### src/rtl/gga_sfx_pkg.sv
// types, constants and helpers shared by the gga sentence field extractor
package gga_sfx_pkg;

  localparam logic [5:0] SENTENCE_SEGMENTS  = 6'd15;
  localparam logic [3:0] MINUTE_FRAC_DIGITS = 4'd7;
  localparam logic [3:0] METRE_FRAC_DIGITS  = 4'd4;
  localparam logic [3:0] HDOP_FRAC_DIGITS   = 4'd2;
  localparam logic [3:0] NO_FRAC_DIGITS     = 4'd0;

  localparam logic [31:0] CAP_TWO_DIGIT   = 32'd99;
  localparam logic [31:0] CAP_THREE_DIGIT = 32'd999;
  localparam logic [31:0] CAP_ONE_DIGIT   = 32'd9;
  localparam logic [31:0] CAP_SATS        = 32'd255;
  localparam logic [31:0] CAP_HDOP        = 32'd65535;
  localparam logic [31:0] CAP_MINUTES     = 32'd999999999;
  localparam logic [31:0] CAP_MAGNITUDE   = 32'h8000_0000;
  localparam logic [31:0] MAX_POSITIVE    = 32'h7FFF_FFFF;

  localparam logic [7:0] CHAR_COMMA = 8'h2C;
  localparam logic [7:0] CHAR_POINT = 8'h2E;
  localparam logic [7:0] CHAR_MINUS = 8'h2D;
  localparam logic [7:0] CHAR_PLUS  = 8'h2B;
  localparam logic [7:0] CHAR_ZERO  = 8'h30;
  localparam logic [7:0] CHAR_NINE  = 8'h39;
  localparam logic [7:0] CHAR_N     = 8'h4E;
  localparam logic [7:0] CHAR_E     = 8'h45;

  localparam logic [4:0] SEG_TIME    = 5'd1;
  localparam logic [4:0] SEG_LAT     = 5'd2;
  localparam logic [4:0] SEG_NS      = 5'd3;
  localparam logic [4:0] SEG_LON     = 5'd4;
  localparam logic [4:0] SEG_EW      = 5'd5;
  localparam logic [4:0] SEG_QUALITY = 5'd6;
  localparam logic [4:0] SEG_SATS    = 5'd7;
  localparam logic [4:0] SEG_HDOP    = 5'd8;
  localparam logic [4:0] SEG_ALT     = 5'd9;
  localparam logic [4:0] SEG_UND     = 5'd11;
  localparam logic [4:0] SEG_MAX     = 5'd31;
  localparam logic [5:0] POS_MAX     = 6'd63;

  typedef struct packed {
    logic [7:0] sentence_byte;
    logic       last_byte;
  } in_beat_t;

  typedef struct packed {
    logic               status;
    logic [20:0]        utc_time_packed;
    logic [6:0]         lat_degrees;
    logic [29:0]        lat_minutes_e7;
    logic [9:0]         lon_degrees;
    logic [29:0]        lon_minutes_e7;
    logic [1:0]         hemisphere_flags;
    logic [3:0]         fix_quality;
    logic [7:0]         sats_in_use;
    logic [15:0]        hdop_e2;
    logic signed [31:0] altitude_e4;
    logic signed [31:0] undulation_e4;
  } out_beat_t;

  typedef struct packed {
    logic       stopped;
    logic       after_point;
    logic [3:0] frac_seen;
  } scan_ctl_t;

  typedef enum logic [3:0] {
    SEL_NONE,
    SEL_HOURS,
    SEL_MINUTES,
    SEL_SECONDS,
    SEL_LAT_DEG,
    SEL_LAT_MIN,
    SEL_LON_DEG,
    SEL_LON_MIN,
    SEL_QUALITY,
    SEL_SATS,
    SEL_HDOP,
    SEL_ALT,
    SEL_UND
  } acc_sel_t;

  function automatic logic [29:0] pow10(input logic [3:0] n);
    logic [29:0] v;
    unique case (n)
      4'd0:    v = 30'd1;
      4'd1:    v = 30'd10;
      4'd2:    v = 30'd100;
      4'd3:    v = 30'd1000;
      4'd4:    v = 30'd10000;
      4'd5:    v = 30'd100000;
      4'd6:    v = 30'd1000000;
      4'd7:    v = 30'd10000000;
      4'd8:    v = 30'd100000000;
      default: v = 30'd1000000000;
    endcase
    return v;
  endfunction

endpackage

### src/rtl/gga_sfx_scan.sv
// one digit step of a fixed-point decimal accumulator with saturation
module gga_sfx_scan (
  input  logic [31:0]             acc_i,
  input  logic [7:0]              ch_i,
  input  logic [3:0]              frac_i,
  input  logic [31:0]             cap_i,
  input  gga_sfx_pkg::scan_ctl_t  ctl_i,
  output logic [31:0]             acc_o,
  output gga_sfx_pkg::scan_ctl_t  ctl_o
);
  import gga_sfx_pkg::*;

  logic        digit;
  logic [3:0]  dval;
  logic [3:0]  seen_inc;
  logic [3:0]  weight;
  logic [33:0] scaled;
  logic [35:0] acc_wide;
  logic [35:0] sum;
  logic [31:0] sat;

  assign digit    = (ch_i >= CHAR_ZERO) && (ch_i <= CHAR_NINE);
  assign dval     = ch_i[3:0];
  assign seen_inc = ctl_i.frac_seen + 4'd1;
  assign weight   = ctl_i.after_point ? (frac_i - seen_inc) : frac_i;
  assign scaled   = {30'd0, dval} * {4'd0, pow10(weight)};
  assign acc_wide = {4'd0, acc_i};

  always_comb begin
    if (ctl_i.after_point) begin
      sum = acc_wide + {2'd0, scaled};
    end else begin
      sum = (acc_wide << 3) + (acc_wide << 1) + {2'd0, scaled};
    end
    sat = (sum > {4'd0, cap_i}) ? cap_i : sum[31:0];
  end

  always_comb begin
    acc_o = acc_i;
    ctl_o = ctl_i;
    if (!ctl_i.stopped) begin
      priority if (digit) begin
        if (!ctl_i.after_point) begin
          acc_o = sat;
        end else if (ctl_i.frac_seen < frac_i) begin
          ctl_o.frac_seen = seen_inc;
          acc_o           = sat;
        end
      end else if (ch_i == CHAR_POINT && frac_i != NO_FRAC_DIGITS && !ctl_i.after_point) begin
        ctl_o.after_point = 1'b1;
      end else begin
        ctl_o.stopped = 1'b1;
      end
    end
  end

endmodule

### src/rtl/gga_sfx_parser.sv
// sentence state, per-byte field routing and record assembly
module gga_sfx_parser (
  input  logic                   clk,
  input  logic                   rst_n,
  input  logic                   step_i,
  input  gga_sfx_pkg::in_beat_t  beat_i,
  output logic                   rec_valid_o,
  output gga_sfx_pkg::out_beat_t rec_o
);
  import gga_sfx_pkg::*;

  logic [4:0]  seg_r, seg_upd, seg_nxt;
  logic [5:0]  pos_r, pos_upd, pos_nxt;
  scan_ctl_t   ctl_r, ctl_upd, ctl_nxt;
  logic [6:0]  hours_r, hours_upd, hours_nxt;
  logic [6:0]  mins_r, mins_upd, mins_nxt;
  logic [6:0]  secs_r, secs_upd, secs_nxt;
  logic [6:0]  lat_deg_r, lat_deg_upd, lat_deg_nxt;
  logic [29:0] lat_min_r, lat_min_upd, lat_min_nxt;
  logic [9:0]  lon_deg_r, lon_deg_upd, lon_deg_nxt;
  logic [29:0] lon_min_r, lon_min_upd, lon_min_nxt;
  logic [3:0]  quality_r, quality_upd, quality_nxt;
  logic [7:0]  sats_r, sats_upd, sats_nxt;
  logic [15:0] hdop_r, hdop_upd, hdop_nxt;
  logic [31:0] alt_r, alt_upd, alt_nxt;
  logic [31:0] und_r, und_upd, und_nxt;
  logic        flag_lat_r, flag_lat_upd, flag_lat_nxt;
  logic        flag_lon_r, flag_lon_upd, flag_lon_nxt;
  logic        alt_neg_r, alt_neg_upd, alt_neg_nxt;
  logic        und_neg_r, und_neg_upd, und_neg_nxt;

  acc_sel_t    sel;
  logic        clr;
  logic [7:0]  ch;
  logic [31:0] scan_acc_in;
  logic [3:0]  scan_frac;
  logic [31:0] scan_cap;
  scan_ctl_t   scan_ctl_in;
  logic [31:0] scan_acc_out;
  scan_ctl_t   scan_ctl_out;
  logic        last;

  assign ch   = beat_i.sentence_byte;
  assign last = step_i && beat_i.last_byte;

  // which accumulator this character feeds
  always_comb begin
    sel = SEL_NONE;
    clr = 1'b0;
    if (ch != CHAR_COMMA) begin
      unique case (seg_r)
        SEG_TIME: begin
          clr = (pos_r == 6'd2) || (pos_r == 6'd4);
          if (pos_r < 6'd2) begin
            sel = SEL_HOURS;
          end else if (pos_r < 6'd4) begin
            sel = SEL_MINUTES;
          end else if (pos_r < 6'd6) begin
            sel = SEL_SECONDS;
          end
        end
        SEG_LAT: begin
          clr = (pos_r == 6'd2);
          sel = (pos_r < 6'd2) ? SEL_LAT_DEG : SEL_LAT_MIN;
        end
        SEG_LON: begin
          clr = (pos_r == 6'd3);
          sel = (pos_r < 6'd3) ? SEL_LON_DEG : SEL_LON_MIN;
        end
        SEG_QUALITY: begin
          if (pos_r == 6'd0) begin
            sel = SEL_QUALITY;
          end
        end
        SEG_SATS: sel = SEL_SATS;
        SEG_HDOP: sel = SEL_HDOP;
        SEG_ALT: begin
          if (!(pos_r == 6'd0 && (ch == CHAR_MINUS || ch == CHAR_PLUS))) begin
            sel = SEL_ALT;
          end
        end
        SEG_UND: begin
          if (!(pos_r == 6'd0 && (ch == CHAR_MINUS || ch == CHAR_PLUS))) begin
            sel = SEL_UND;
          end
        end
        default: sel = SEL_NONE;
      endcase
    end
  end

  always_comb begin
    scan_acc_in = 32'd0;
    scan_frac   = NO_FRAC_DIGITS;
    scan_cap    = CAP_TWO_DIGIT;
    unique case (sel)
      SEL_HOURS:   scan_acc_in = {25'd0, hours_r};
      SEL_MINUTES: scan_acc_in = {25'd0, mins_r};
      SEL_SECONDS: scan_acc_in = {25'd0, secs_r};
      SEL_LAT_DEG: scan_acc_in = {25'd0, lat_deg_r};
      SEL_LAT_MIN: begin
        scan_acc_in = {2'd0, lat_min_r};
        scan_frac   = MINUTE_FRAC_DIGITS;
        scan_cap    = CAP_MINUTES;
      end
      SEL_LON_DEG: begin
        scan_acc_in = {22'd0, lon_deg_r};
        scan_cap    = CAP_THREE_DIGIT;
      end
      SEL_LON_MIN: begin
        scan_acc_in = {2'd0, lon_min_r};
        scan_frac   = MINUTE_FRAC_DIGITS;
        scan_cap    = CAP_MINUTES;
      end
      SEL_QUALITY: begin
        scan_acc_in = {28'd0, quality_r};
        scan_cap    = CAP_ONE_DIGIT;
      end
      SEL_SATS: begin
        scan_acc_in = {24'd0, sats_r};
        scan_cap    = CAP_SATS;
      end
      SEL_HDOP: begin
        scan_acc_in = {16'd0, hdop_r};
        scan_frac   = HDOP_FRAC_DIGITS;
        scan_cap    = CAP_HDOP;
      end
      SEL_ALT: begin
        scan_acc_in = alt_r;
        scan_frac   = METRE_FRAC_DIGITS;
        scan_cap    = CAP_MAGNITUDE;
      end
      SEL_UND: begin
        scan_acc_in = und_r;
        scan_frac   = METRE_FRAC_DIGITS;
        scan_cap    = CAP_MAGNITUDE;
      end
      default: scan_acc_in = 32'd0;
    endcase
  end

  assign scan_ctl_in = clr ? '0 : ctl_r;

  gga_sfx_scan u_scan (
    .acc_i (scan_acc_in),
    .ch_i  (ch),
    .frac_i(scan_frac),
    .cap_i (scan_cap),
    .ctl_i (scan_ctl_in),
    .acc_o (scan_acc_out),
    .ctl_o (scan_ctl_out)
  );

  // state after this byte, before the end-of-sentence clear
  always_comb begin
    seg_upd      = seg_r;
    pos_upd      = pos_r;
    ctl_upd      = ctl_r;
    hours_upd    = hours_r;
    mins_upd     = mins_r;
    secs_upd     = secs_r;
    lat_deg_upd  = lat_deg_r;
    lat_min_upd  = lat_min_r;
    lon_deg_upd  = lon_deg_r;
    lon_min_upd  = lon_min_r;
    quality_upd  = quality_r;
    sats_upd     = sats_r;
    hdop_upd     = hdop_r;
    alt_upd      = alt_r;
    und_upd      = und_r;
    flag_lat_upd = flag_lat_r;
    flag_lon_upd = flag_lon_r;
    alt_neg_upd  = alt_neg_r;
    und_neg_upd  = und_neg_r;
    if (ch == CHAR_COMMA) begin
      seg_upd = (seg_r == SEG_MAX) ? seg_r : seg_r + 5'd1;
      pos_upd = 6'd0;
      ctl_upd = '0;
      if (seg_upd == SEG_NS) begin
        flag_lat_upd = 1'b1;
      end
      if (seg_upd == SEG_EW) begin
        flag_lon_upd = 1'b1;
      end
    end else begin
      pos_upd = (pos_r == POS_MAX) ? pos_r : pos_r + 6'd1;
      ctl_upd = (sel == SEL_NONE) ? scan_ctl_in : scan_ctl_out;
      if (seg_r == SEG_NS && pos_r == 6'd0 && ch == CHAR_N) begin
        flag_lat_upd = 1'b0;
      end
      if (seg_r == SEG_EW && pos_r == 6'd0 && ch == CHAR_E) begin
        flag_lon_upd = 1'b0;
      end
      if (seg_r == SEG_ALT && pos_r == 6'd0 && ch == CHAR_MINUS) begin
        alt_neg_upd = 1'b1;
      end
      if (seg_r == SEG_UND && pos_r == 6'd0 && ch == CHAR_MINUS) begin
        und_neg_upd = 1'b1;
      end
      unique case (sel)
        SEL_HOURS:   hours_upd   = scan_acc_out[6:0];
        SEL_MINUTES: mins_upd    = scan_acc_out[6:0];
        SEL_SECONDS: secs_upd    = scan_acc_out[6:0];
        SEL_LAT_DEG: lat_deg_upd = scan_acc_out[6:0];
        SEL_LAT_MIN: lat_min_upd = scan_acc_out[29:0];
        SEL_LON_DEG: lon_deg_upd = scan_acc_out[9:0];
        SEL_LON_MIN: lon_min_upd = scan_acc_out[29:0];
        SEL_QUALITY: quality_upd = scan_acc_out[3:0];
        SEL_SATS:    sats_upd    = scan_acc_out[7:0];
        SEL_HDOP:    hdop_upd    = scan_acc_out[15:0];
        SEL_ALT:     alt_upd     = scan_acc_out;
        SEL_UND:     und_upd     = scan_acc_out;
        default:     hours_upd   = hours_r;
      endcase
    end
  end

  always_comb begin
    seg_nxt      = seg_r;
    pos_nxt      = pos_r;
    ctl_nxt      = ctl_r;
    hours_nxt    = hours_r;
    mins_nxt     = mins_r;
    secs_nxt     = secs_r;
    lat_deg_nxt  = lat_deg_r;
    lat_min_nxt  = lat_min_r;
    lon_deg_nxt  = lon_deg_r;
    lon_min_nxt  = lon_min_r;
    quality_nxt  = quality_r;
    sats_nxt     = sats_r;
    hdop_nxt     = hdop_r;
    alt_nxt      = alt_r;
    und_nxt      = und_r;
    flag_lat_nxt = flag_lat_r;
    flag_lon_nxt = flag_lon_r;
    alt_neg_nxt  = alt_neg_r;
    und_neg_nxt  = und_neg_r;
    if (last) begin
      seg_nxt      = '0;
      pos_nxt      = '0;
      ctl_nxt      = '0;
      hours_nxt    = '0;
      mins_nxt     = '0;
      secs_nxt     = '0;
      lat_deg_nxt  = '0;
      lat_min_nxt  = '0;
      lon_deg_nxt  = '0;
      lon_min_nxt  = '0;
      quality_nxt  = '0;
      sats_nxt     = '0;
      hdop_nxt     = '0;
      alt_nxt      = '0;
      und_nxt      = '0;
      flag_lat_nxt = 1'b0;
      flag_lon_nxt = 1'b0;
      alt_neg_nxt  = 1'b0;
      und_neg_nxt  = 1'b0;
    end else if (step_i) begin
      seg_nxt      = seg_upd;
      pos_nxt      = pos_upd;
      ctl_nxt      = ctl_upd;
      hours_nxt    = hours_upd;
      mins_nxt     = mins_upd;
      secs_nxt     = secs_upd;
      lat_deg_nxt  = lat_deg_upd;
      lat_min_nxt  = lat_min_upd;
      lon_deg_nxt  = lon_deg_upd;
      lon_min_nxt  = lon_min_upd;
      quality_nxt  = quality_upd;
      sats_nxt     = sats_upd;
      hdop_nxt     = hdop_upd;
      alt_nxt      = alt_upd;
      und_nxt      = und_upd;
      flag_lat_nxt = flag_lat_upd;
      flag_lon_nxt = flag_lon_upd;
      alt_neg_nxt  = alt_neg_upd;
      und_neg_nxt  = und_neg_upd;
    end
  end

  always_ff @(posedge clk) begin
    if (!rst_n) begin
      seg_r      <= '0;
      pos_r      <= '0;
      ctl_r      <= '0;
      hours_r    <= '0;
      mins_r     <= '0;
      secs_r     <= '0;
      lat_deg_r  <= '0;
      lat_min_r  <= '0;
      lon_deg_r  <= '0;
      lon_min_r  <= '0;
      quality_r  <= '0;
      sats_r     <= '0;
      hdop_r     <= '0;
      alt_r      <= '0;
      und_r      <= '0;
      flag_lat_r <= 1'b0;
      flag_lon_r <= 1'b0;
      alt_neg_r  <= 1'b0;
      und_neg_r  <= 1'b0;
    end else begin
      seg_r      <= seg_nxt;
      pos_r      <= pos_nxt;
      ctl_r      <= ctl_nxt;
      hours_r    <= hours_nxt;
      mins_r     <= mins_nxt;
      secs_r     <= secs_nxt;
      lat_deg_r  <= lat_deg_nxt;
      lat_min_r  <= lat_min_nxt;
      lon_deg_r  <= lon_deg_nxt;
      lon_min_r  <= lon_min_nxt;
      quality_r  <= quality_nxt;
      sats_r     <= sats_nxt;
      hdop_r     <= hdop_nxt;
      alt_r      <= alt_nxt;
      und_r      <= und_nxt;
      flag_lat_r <= flag_lat_nxt;
      flag_lon_r <= flag_lon_nxt;
      alt_neg_r  <= alt_neg_nxt;
      und_neg_r  <= und_neg_nxt;
    end
  end

  // record assembly from the state including the final byte
  always_comb begin
    rec_o = '0;
    if ({1'b0, seg_upd} + 6'd1 != SENTENCE_SEGMENTS) begin
      rec_o.status = 1'b1;
    end else begin
      rec_o.utc_time_packed  = {hours_upd, mins_upd, secs_upd};
      rec_o.lat_degrees      = lat_deg_upd;
      rec_o.lat_minutes_e7   = lat_min_upd;
      rec_o.lon_degrees      = lon_deg_upd;
      rec_o.lon_minutes_e7   = lon_min_upd;
      rec_o.hemisphere_flags = {flag_lon_upd, flag_lat_upd};
      rec_o.fix_quality      = quality_upd;
      rec_o.sats_in_use      = sats_upd;
      rec_o.hdop_e2          = hdop_upd;
      if (alt_neg_upd) begin
        rec_o.altitude_e4 = $signed(32'd0 - alt_upd);
      end else begin
        rec_o.altitude_e4 = $signed((alt_upd > MAX_POSITIVE) ? MAX_POSITIVE : alt_upd);
      end
      if (und_neg_upd) begin
        rec_o.undulation_e4 = $signed(32'd0 - und_upd);
      end else begin
        rec_o.undulation_e4 = $signed((und_upd > MAX_POSITIVE) ? MAX_POSITIVE : und_upd);
      end
    end
  end

  assign rec_valid_o = last;

endmodule

### src/rtl/gga_sentence_field_extractor_unit.sv
// top level of the gga sentence field extractor: input and record registers around the parser
//
// Takes one character of a comma-separated GGA sentence per beat and returns one record
// after the beat flagged as the last byte. One byte is accepted every clock cycle while no last
// byte is held back: each byte is registered, then updates the sentence state as it leaves the
// input register through a single digit step (multiply-by-ten-and-add before the point, a
// weighted add after it), and a record is written to the output register in that same cycle.
// The record register is the only point of back-pressure: a last byte waits in the input
// register only while the previous record has not yet been taken, and the bytes of the next
// sentence keep flowing in meanwhile up to that point.
module gga_sentence_field_extractor_unit (
  input  logic                   clk,
  input  logic                   rst_n,
  input  logic                   in_valid,
  output logic                   in_ready,
  input  gga_sfx_pkg::in_beat_t  in_beat,
  output logic                   out_valid,
  input  logic                   out_ready,
  output gga_sfx_pkg::out_beat_t out_beat
);
  import gga_sfx_pkg::*;

  logic      in_v_r;
  in_beat_t  in_beat_r;
  logic      out_v_r;
  out_beat_t out_beat_r;
  logic      advance;
  logic      rec_valid;
  out_beat_t rec;

  assign advance  = in_v_r && (!in_beat_r.last_byte || !out_v_r || out_ready);
  assign in_ready = !in_v_r || advance;

  always_ff @(posedge clk) begin
    if (!rst_n) begin
      in_v_r <= 1'b0;
    end else if (in_ready) begin
      in_v_r <= in_valid;
    end
  end

  always_ff @(posedge clk) begin
    if (in_valid && in_ready) begin
      in_beat_r <= in_beat;
    end
  end

  gga_sfx_parser u_parser (
    .clk        (clk),
    .rst_n      (rst_n),
    .step_i     (advance),
    .beat_i     (in_beat_r),
    .rec_valid_o(rec_valid),
    .rec_o      (rec)
  );

  always_ff @(posedge clk) begin
    if (!rst_n) begin
      out_v_r <= 1'b0;
    end else if (rec_valid) begin
      out_v_r <= 1'b1;
    end else if (out_ready) begin
      out_v_r <= 1'b0;
    end
  end

  always_ff @(posedge clk) begin
    if (rec_valid) begin
      out_beat_r <= rec;
    end
  end

  assign out_valid = out_v_r;
  assign out_beat  = out_beat_r;

endmodule

### config.mk
export PLATFORM = sky130hd
export DESIGN_NAME = gga_sentence_field_extractor_unit
export DESIGN_NICKNAME = d
export VERILOG_FILES = /design/src/rtl/gga_sfx_pkg.sv /design/src/rtl/gga_sfx_scan.sv /design/src/rtl/gga_sfx_parser.sv /design/src/rtl/gga_sentence_field_extractor_unit.sv
export SDC_FILE = /design/constraint.sdc
export NUM_CORES = 1
export LEC_CHECK = 0
export ABC_CLOCK_PERIOD_IN_PS = 36600
export BUFFER_PORTS_ARGS = -buffer_cell sky130_fd_sc_hd__buf_2
export CAP_MARGIN = 20
export CORE_MARGIN = 3
export CORE_UTILIZATION = 54
export CTS_BUF_LIST = sky130_fd_sc_hd__clkbuf_8
export DETAILED_ROUTE_END_ITERATION = 6
export PLACE_DENSITY = 0.82
export SLEW_MARGIN = 20
export SYNTH_ARGS = -nofsm -noshare
export SYNTH_HDL_FRONTEND = slang
export SYNTH_SLANG_ARGS = --single-unit
### constraint.sdc
create_clock -name clk -period 36.6 [get_ports clk]
set_input_delay 7.32 -clock clk [delete_from_list [all_inputs] [get_ports clk]]
set_output_delay 7.32 -clock clk [all_outputs]
set_load 0.01 [all_outputs]
==> run summary <==
STA classifies the critical path startpoint as a register. The run gives 0 as the post-detailed-route count of antenna-violating nets. The HPWL after detailed placement is 73.5 mm.

The setup slack of the most critical reg-to-reg path is 19.08 ns, and the number of setup violations in the final report is 0. The run gives 3 as the maximum buffer depth of the clock tree. The floorplan step defined a die boundary enclosing 60500 sq um. IR analysis of the VDD net gives a maximum drop of 0.0308 mV.

The master cell of the clock root buffer is clkbuf_8. In the routed layout, each cell is associated on average with a via count of 6.43. The endpoint kind of the worst setup timing path is a register. The final critical-path share of the clock period was 0.479; the proportion of netlist area held by the largest area contributor was 0.195. The analysis attributes to cell leakage a power of 14.3 nW. The pin count of the biggest net entering global routing was 98. The final critical delay including setup and external delays was 17.52 ns. The tools report the relative max-transition margin as 0.173. Power comes to 0.890 mW. The initial core utilization was 0.548; the maximum fanout along the worst path was 58. The number of buffers and inverters on the critical path is 6. The later pin in the worst-skew pair is clocked with a latency of 0.64 ns.

The post-synthesis average cell area is 8.33 sq um, and the final-report hold violation count is 0. Setup total negative slack on the finished layout was measured at 0 ns. Number of port buffers: 207. The number of cells on the critical path is 53.

The number of antenna violations at the first check in global routing was 2; the net count of the finished layout was 4086. Global routing finished with a remaining overflow of 0. Sorting the synthesized cells by area gives the leading types as edfxtp_1 20%, dfxtp_1 14%, nor2_1 6.8%.

The routed length per placed instance works out to 21.5 um. In this run the worst setup path terminates at out_beat[31]$_SDFFCE_PP0P_. For the worst setup path, the data arrival time is 17.95 ns. The share of post-route cells with drive strength above 1 came out at 0.117. For the number of max-slew violations in the final report, the log shows 0. Largest delay contributor family on the critical path: simple AND/OR/NAND/NOR gates. In this run, the number of DRC markers left after iteration 0 of detailed routing was 3650. The slowest stage cell on the critical path was edfxtp_1. Measured along the x axis, the die boundary spans 246 um. The final layout contains routed wiring with a total length of 99.9 mm. The worst setup path category is reg2reg.

The H-tree was split into 2 levels. The number of flops mapped to enable cells by yosys was 202. The first global-routing pass estimated 155 mm of wire. From bottom edge to top edge, the die measures 246 um.

Core footprint: 56700 sq um. Max-cap violations in this run came to 0. The logs give 3733 for the cell count after synthesis and 415 for the clock net sink count. The final reports fail on design-rule violations. The post-synthesis instance area was 31100 sq um. In this run the critical register-to-register path is launched from in_beat_r[4]$_DFFE_PP_. The power per cell area was 26.1 nW/um^2; the sequential element share of the synthesized area was 0.332.

Setup repair after global routing left no endpoint under its margin. In this run the critical register-to-register path is captured at out_beat[31]$_SDFFCE_PP0P_. The proportion of synthesized flip-flops having asynchronous set or reset came out at 0. The number of buffers added by the clock tree synthesis step was 58. Worst hold path class: reg2reg. The first element of the critical path was in_beat_r[4]$_DFFE_PP_. The most repeated cell in the gate-level netlist after synthesis was nor2_1.

Timing would allow up to 0.0571 GHz. For this run, the slowest stage of the critical path takes 0.82 ns. The largest area contributor in the synthesized netlist is edfxtp_1. The Yosys warning count is 0.

Count of cells resized by post-cts repair: 0. The flip-flop and latch count after synthesis was 415; the number of global-route vias before repair was 27258. The clock arrives with 0.0180 ns of skew. By count the netlist is led by 563 x nor2_1, 285 x a21oi_1, 281 x nand2_1. TritonCTS built the clock tree.

The run finished, with violations left. The floorplan has 87 rows. For the post-CTS setup-driven buffer insertion count, the log shows 0. The global placement routability congestion came out at 1.03. In this run the count of I/O pins placed on the die edge is 208. Buffers inserted to repair hold after CTS numbered 0.

By instance count, the cell type seen most on the critical path is o21ai_0. The global routing usage summed across all routing layers is 0.322, and the detailed-routing iteration count for the pre-antenna-repair pass is 7. The number of nets in the synthesized netlist is 3984. The transition at the pin with the smallest max-transition slack was 1.24 ns; the required time of the worst setup path was 37.03 ns. From synthesis to final layout, the design area changed by 9.57%.

The worst reg2reg path depth works out to 53. In the routed design, unresolved DRC markers number 3. After clock tree synthesis, the clock-pin slew on the worst setup and hold paths is 0.07 ns. Counting distinct cell types in the post-synthesis netlist gives 91.

Detailed routing inserted a total of 29854 vias. Among all flip-flop cells after synthesis, the most frequent one is dfxtp_1.
==> registers in the layout (all words and copies together), names as in the netlist <==
name and cells:
in_beat_r 9, in_v_r 1, out_beat 193, out_valid 1
u_parser.alt_neg_r 1, u_parser.alt_r 32, u_parser.ctl_r 6, u_parser.flag_lat_r 1
u_parser.flag_lon_r 1, u_parser.hdop_r 16, u_parser.hours_r 7, u_parser.lat_deg_r 7
u_parser.lat_min_r 30, u_parser.lon_deg_r 10, u_parser.lon_min_r 30, u_parser.mins_r 7
u_parser.pos_r 6, u_parser.quality_r 4, u_parser.sats_r 8, u_parser.secs_r 7
u_parser.seg_r 5, u_parser.und_neg_r 1, u_parser.und_r 32
==> worst min-delay path, cell delays in order (launching register included) <==
cell,delay [ns]
dfxtp_1,0.31
nand2_1,0.05
a21oi_1,0.05
==> kinds of logic after synthesis <==
logic type                 after synthesis  synth area share
adders and majority gates              238             0.118
xor gates and xnor gates               116            0.0327
DFF                                    415             0.332
buffers and inverters                  517            0.0639
and+or+nand+nor                       1260             0.185
muxes                                   80            0.0264
AOI/OAI and AO/OA                     1107             0.242
==> metrics by stage <==
stage,hold WS (ns),instance area [sq um],setup WS (ns),cells,utilization
2_1_floorplan,0.436,31100,21.61,3733,-
3_3_place_gp,0.445,32800,19.90,4526,0.579
3_5_place_dp,0.451,32800,19.60,4527,0.579
4_1_cts,0.460,34000,19.54,4637,0.599
5_1_grt,0.484,34100,18.10,4642,0.600
6_report,0.454,34100,19.08,4642,0.600
==> worst min path at each step <==
stage,start,endpoint,slack [ns],cells after the start
global route,u_parser.flag_lon_r$_SDFFE_PP0P_,u_parser.flag_lon_r$_SDFFE_PP0P_,0.48,2
finish,u_parser.flag_lon_r$_SDFFE_PP0P_,u_parser.flag_lon_r$_SDFFE_PP0P_,0.45,2
detailed placement,u_parser.flag_lon_r$_SDFFE_PP0P_,u_parser.flag_lon_r$_SDFFE_PP0P_,0.45,2
CTS,u_parser.flag_lon_r$_SDFFE_PP0P_,u_parser.flag_lon_r$_SDFFE_PP0P_,0.46,2
global placement,u_parser.flag_lon_r$_SDFFE_PP0P_,u_parser.flag_lon_r$_SDFFE_PP0P_,0.45,2
floorplan,u_parser.flag_lon_r$_SDFFE_PP0P_,u_parser.flag_lon_r$_SDFFE_PP0P_,0.44,2
==> cell type report <==
class | count | area, sq um
Clock buffer | 62 | 853
Antenna cell | 1 | 2.50
Clock inverter | 48 | 323
Timing Repair Buffer | 291 | 1680
Sequential cell | 415 | 10300
Inverter | 268 | 1010
Multi-Input combinational cell | 2801 | 18900
Fill cell | 4844 | 22700
Tap cell | 756 | 946
==> cell usage in the layout (no fill, tap or decap), types with 29 or more instances in the layout <==
cell | synthesis | routed
a21oi_1 | 285 | 282
a31oi_1 | 32 | 32
buf_4 | 0 | 81
nor2b_1 | 31 | 30
dfxtp_1 | 213 | 213
ha_1 | 148 | 148
nor3_1 | 54 | 52
xnor2_1 | 64 | 64
clkbuf_8 | 0 | 62
o21ai_0 | 145 | 144
buf_2 | 12 | 208
edfxtp_1 | 202 | 202
xor2_1 | 52 | 52
nand3_1 | 73 | 73
nor2_1 | 563 | 557
a21o_1 | 71 | 71
nand2_1 | 281 | 279
inv_1 | 266 | 287
mux2i_1 | 63 | 63
nand4_1 | 41 | 41
and2_1 | 63 | 62
a211oi_1 | 273 | 273
o21a_1 | 29 | 29
fa_1 | 90 | 90
==> where the power goes <==
| group | internal, mW | switching, mW |
|---|---|---|
| Clock | 0.186 | 0.185 |
| Sequential | 0.487 | 0.00277 |
| Combinational | 0.00747 | 0.0221 |
| Total | 0.680 | 0.210 |
==> routing by layer <==
metal | up-vias | share of wire | wire [um] | track usage
met4 | 2 | 0.052 | 5190 | 0.143
met5 | - | 0.000090 | 9 | 0
li1 | 13637 | - | - | -
met1 | 14104 | 0.39 | 38800 | 0.426
met2 | 1781 | 0.45 | 44800 | 0.510
met3 | 330 | 0.11 | 11100 | 0.0664
Power figures use the tool's default switching activity.
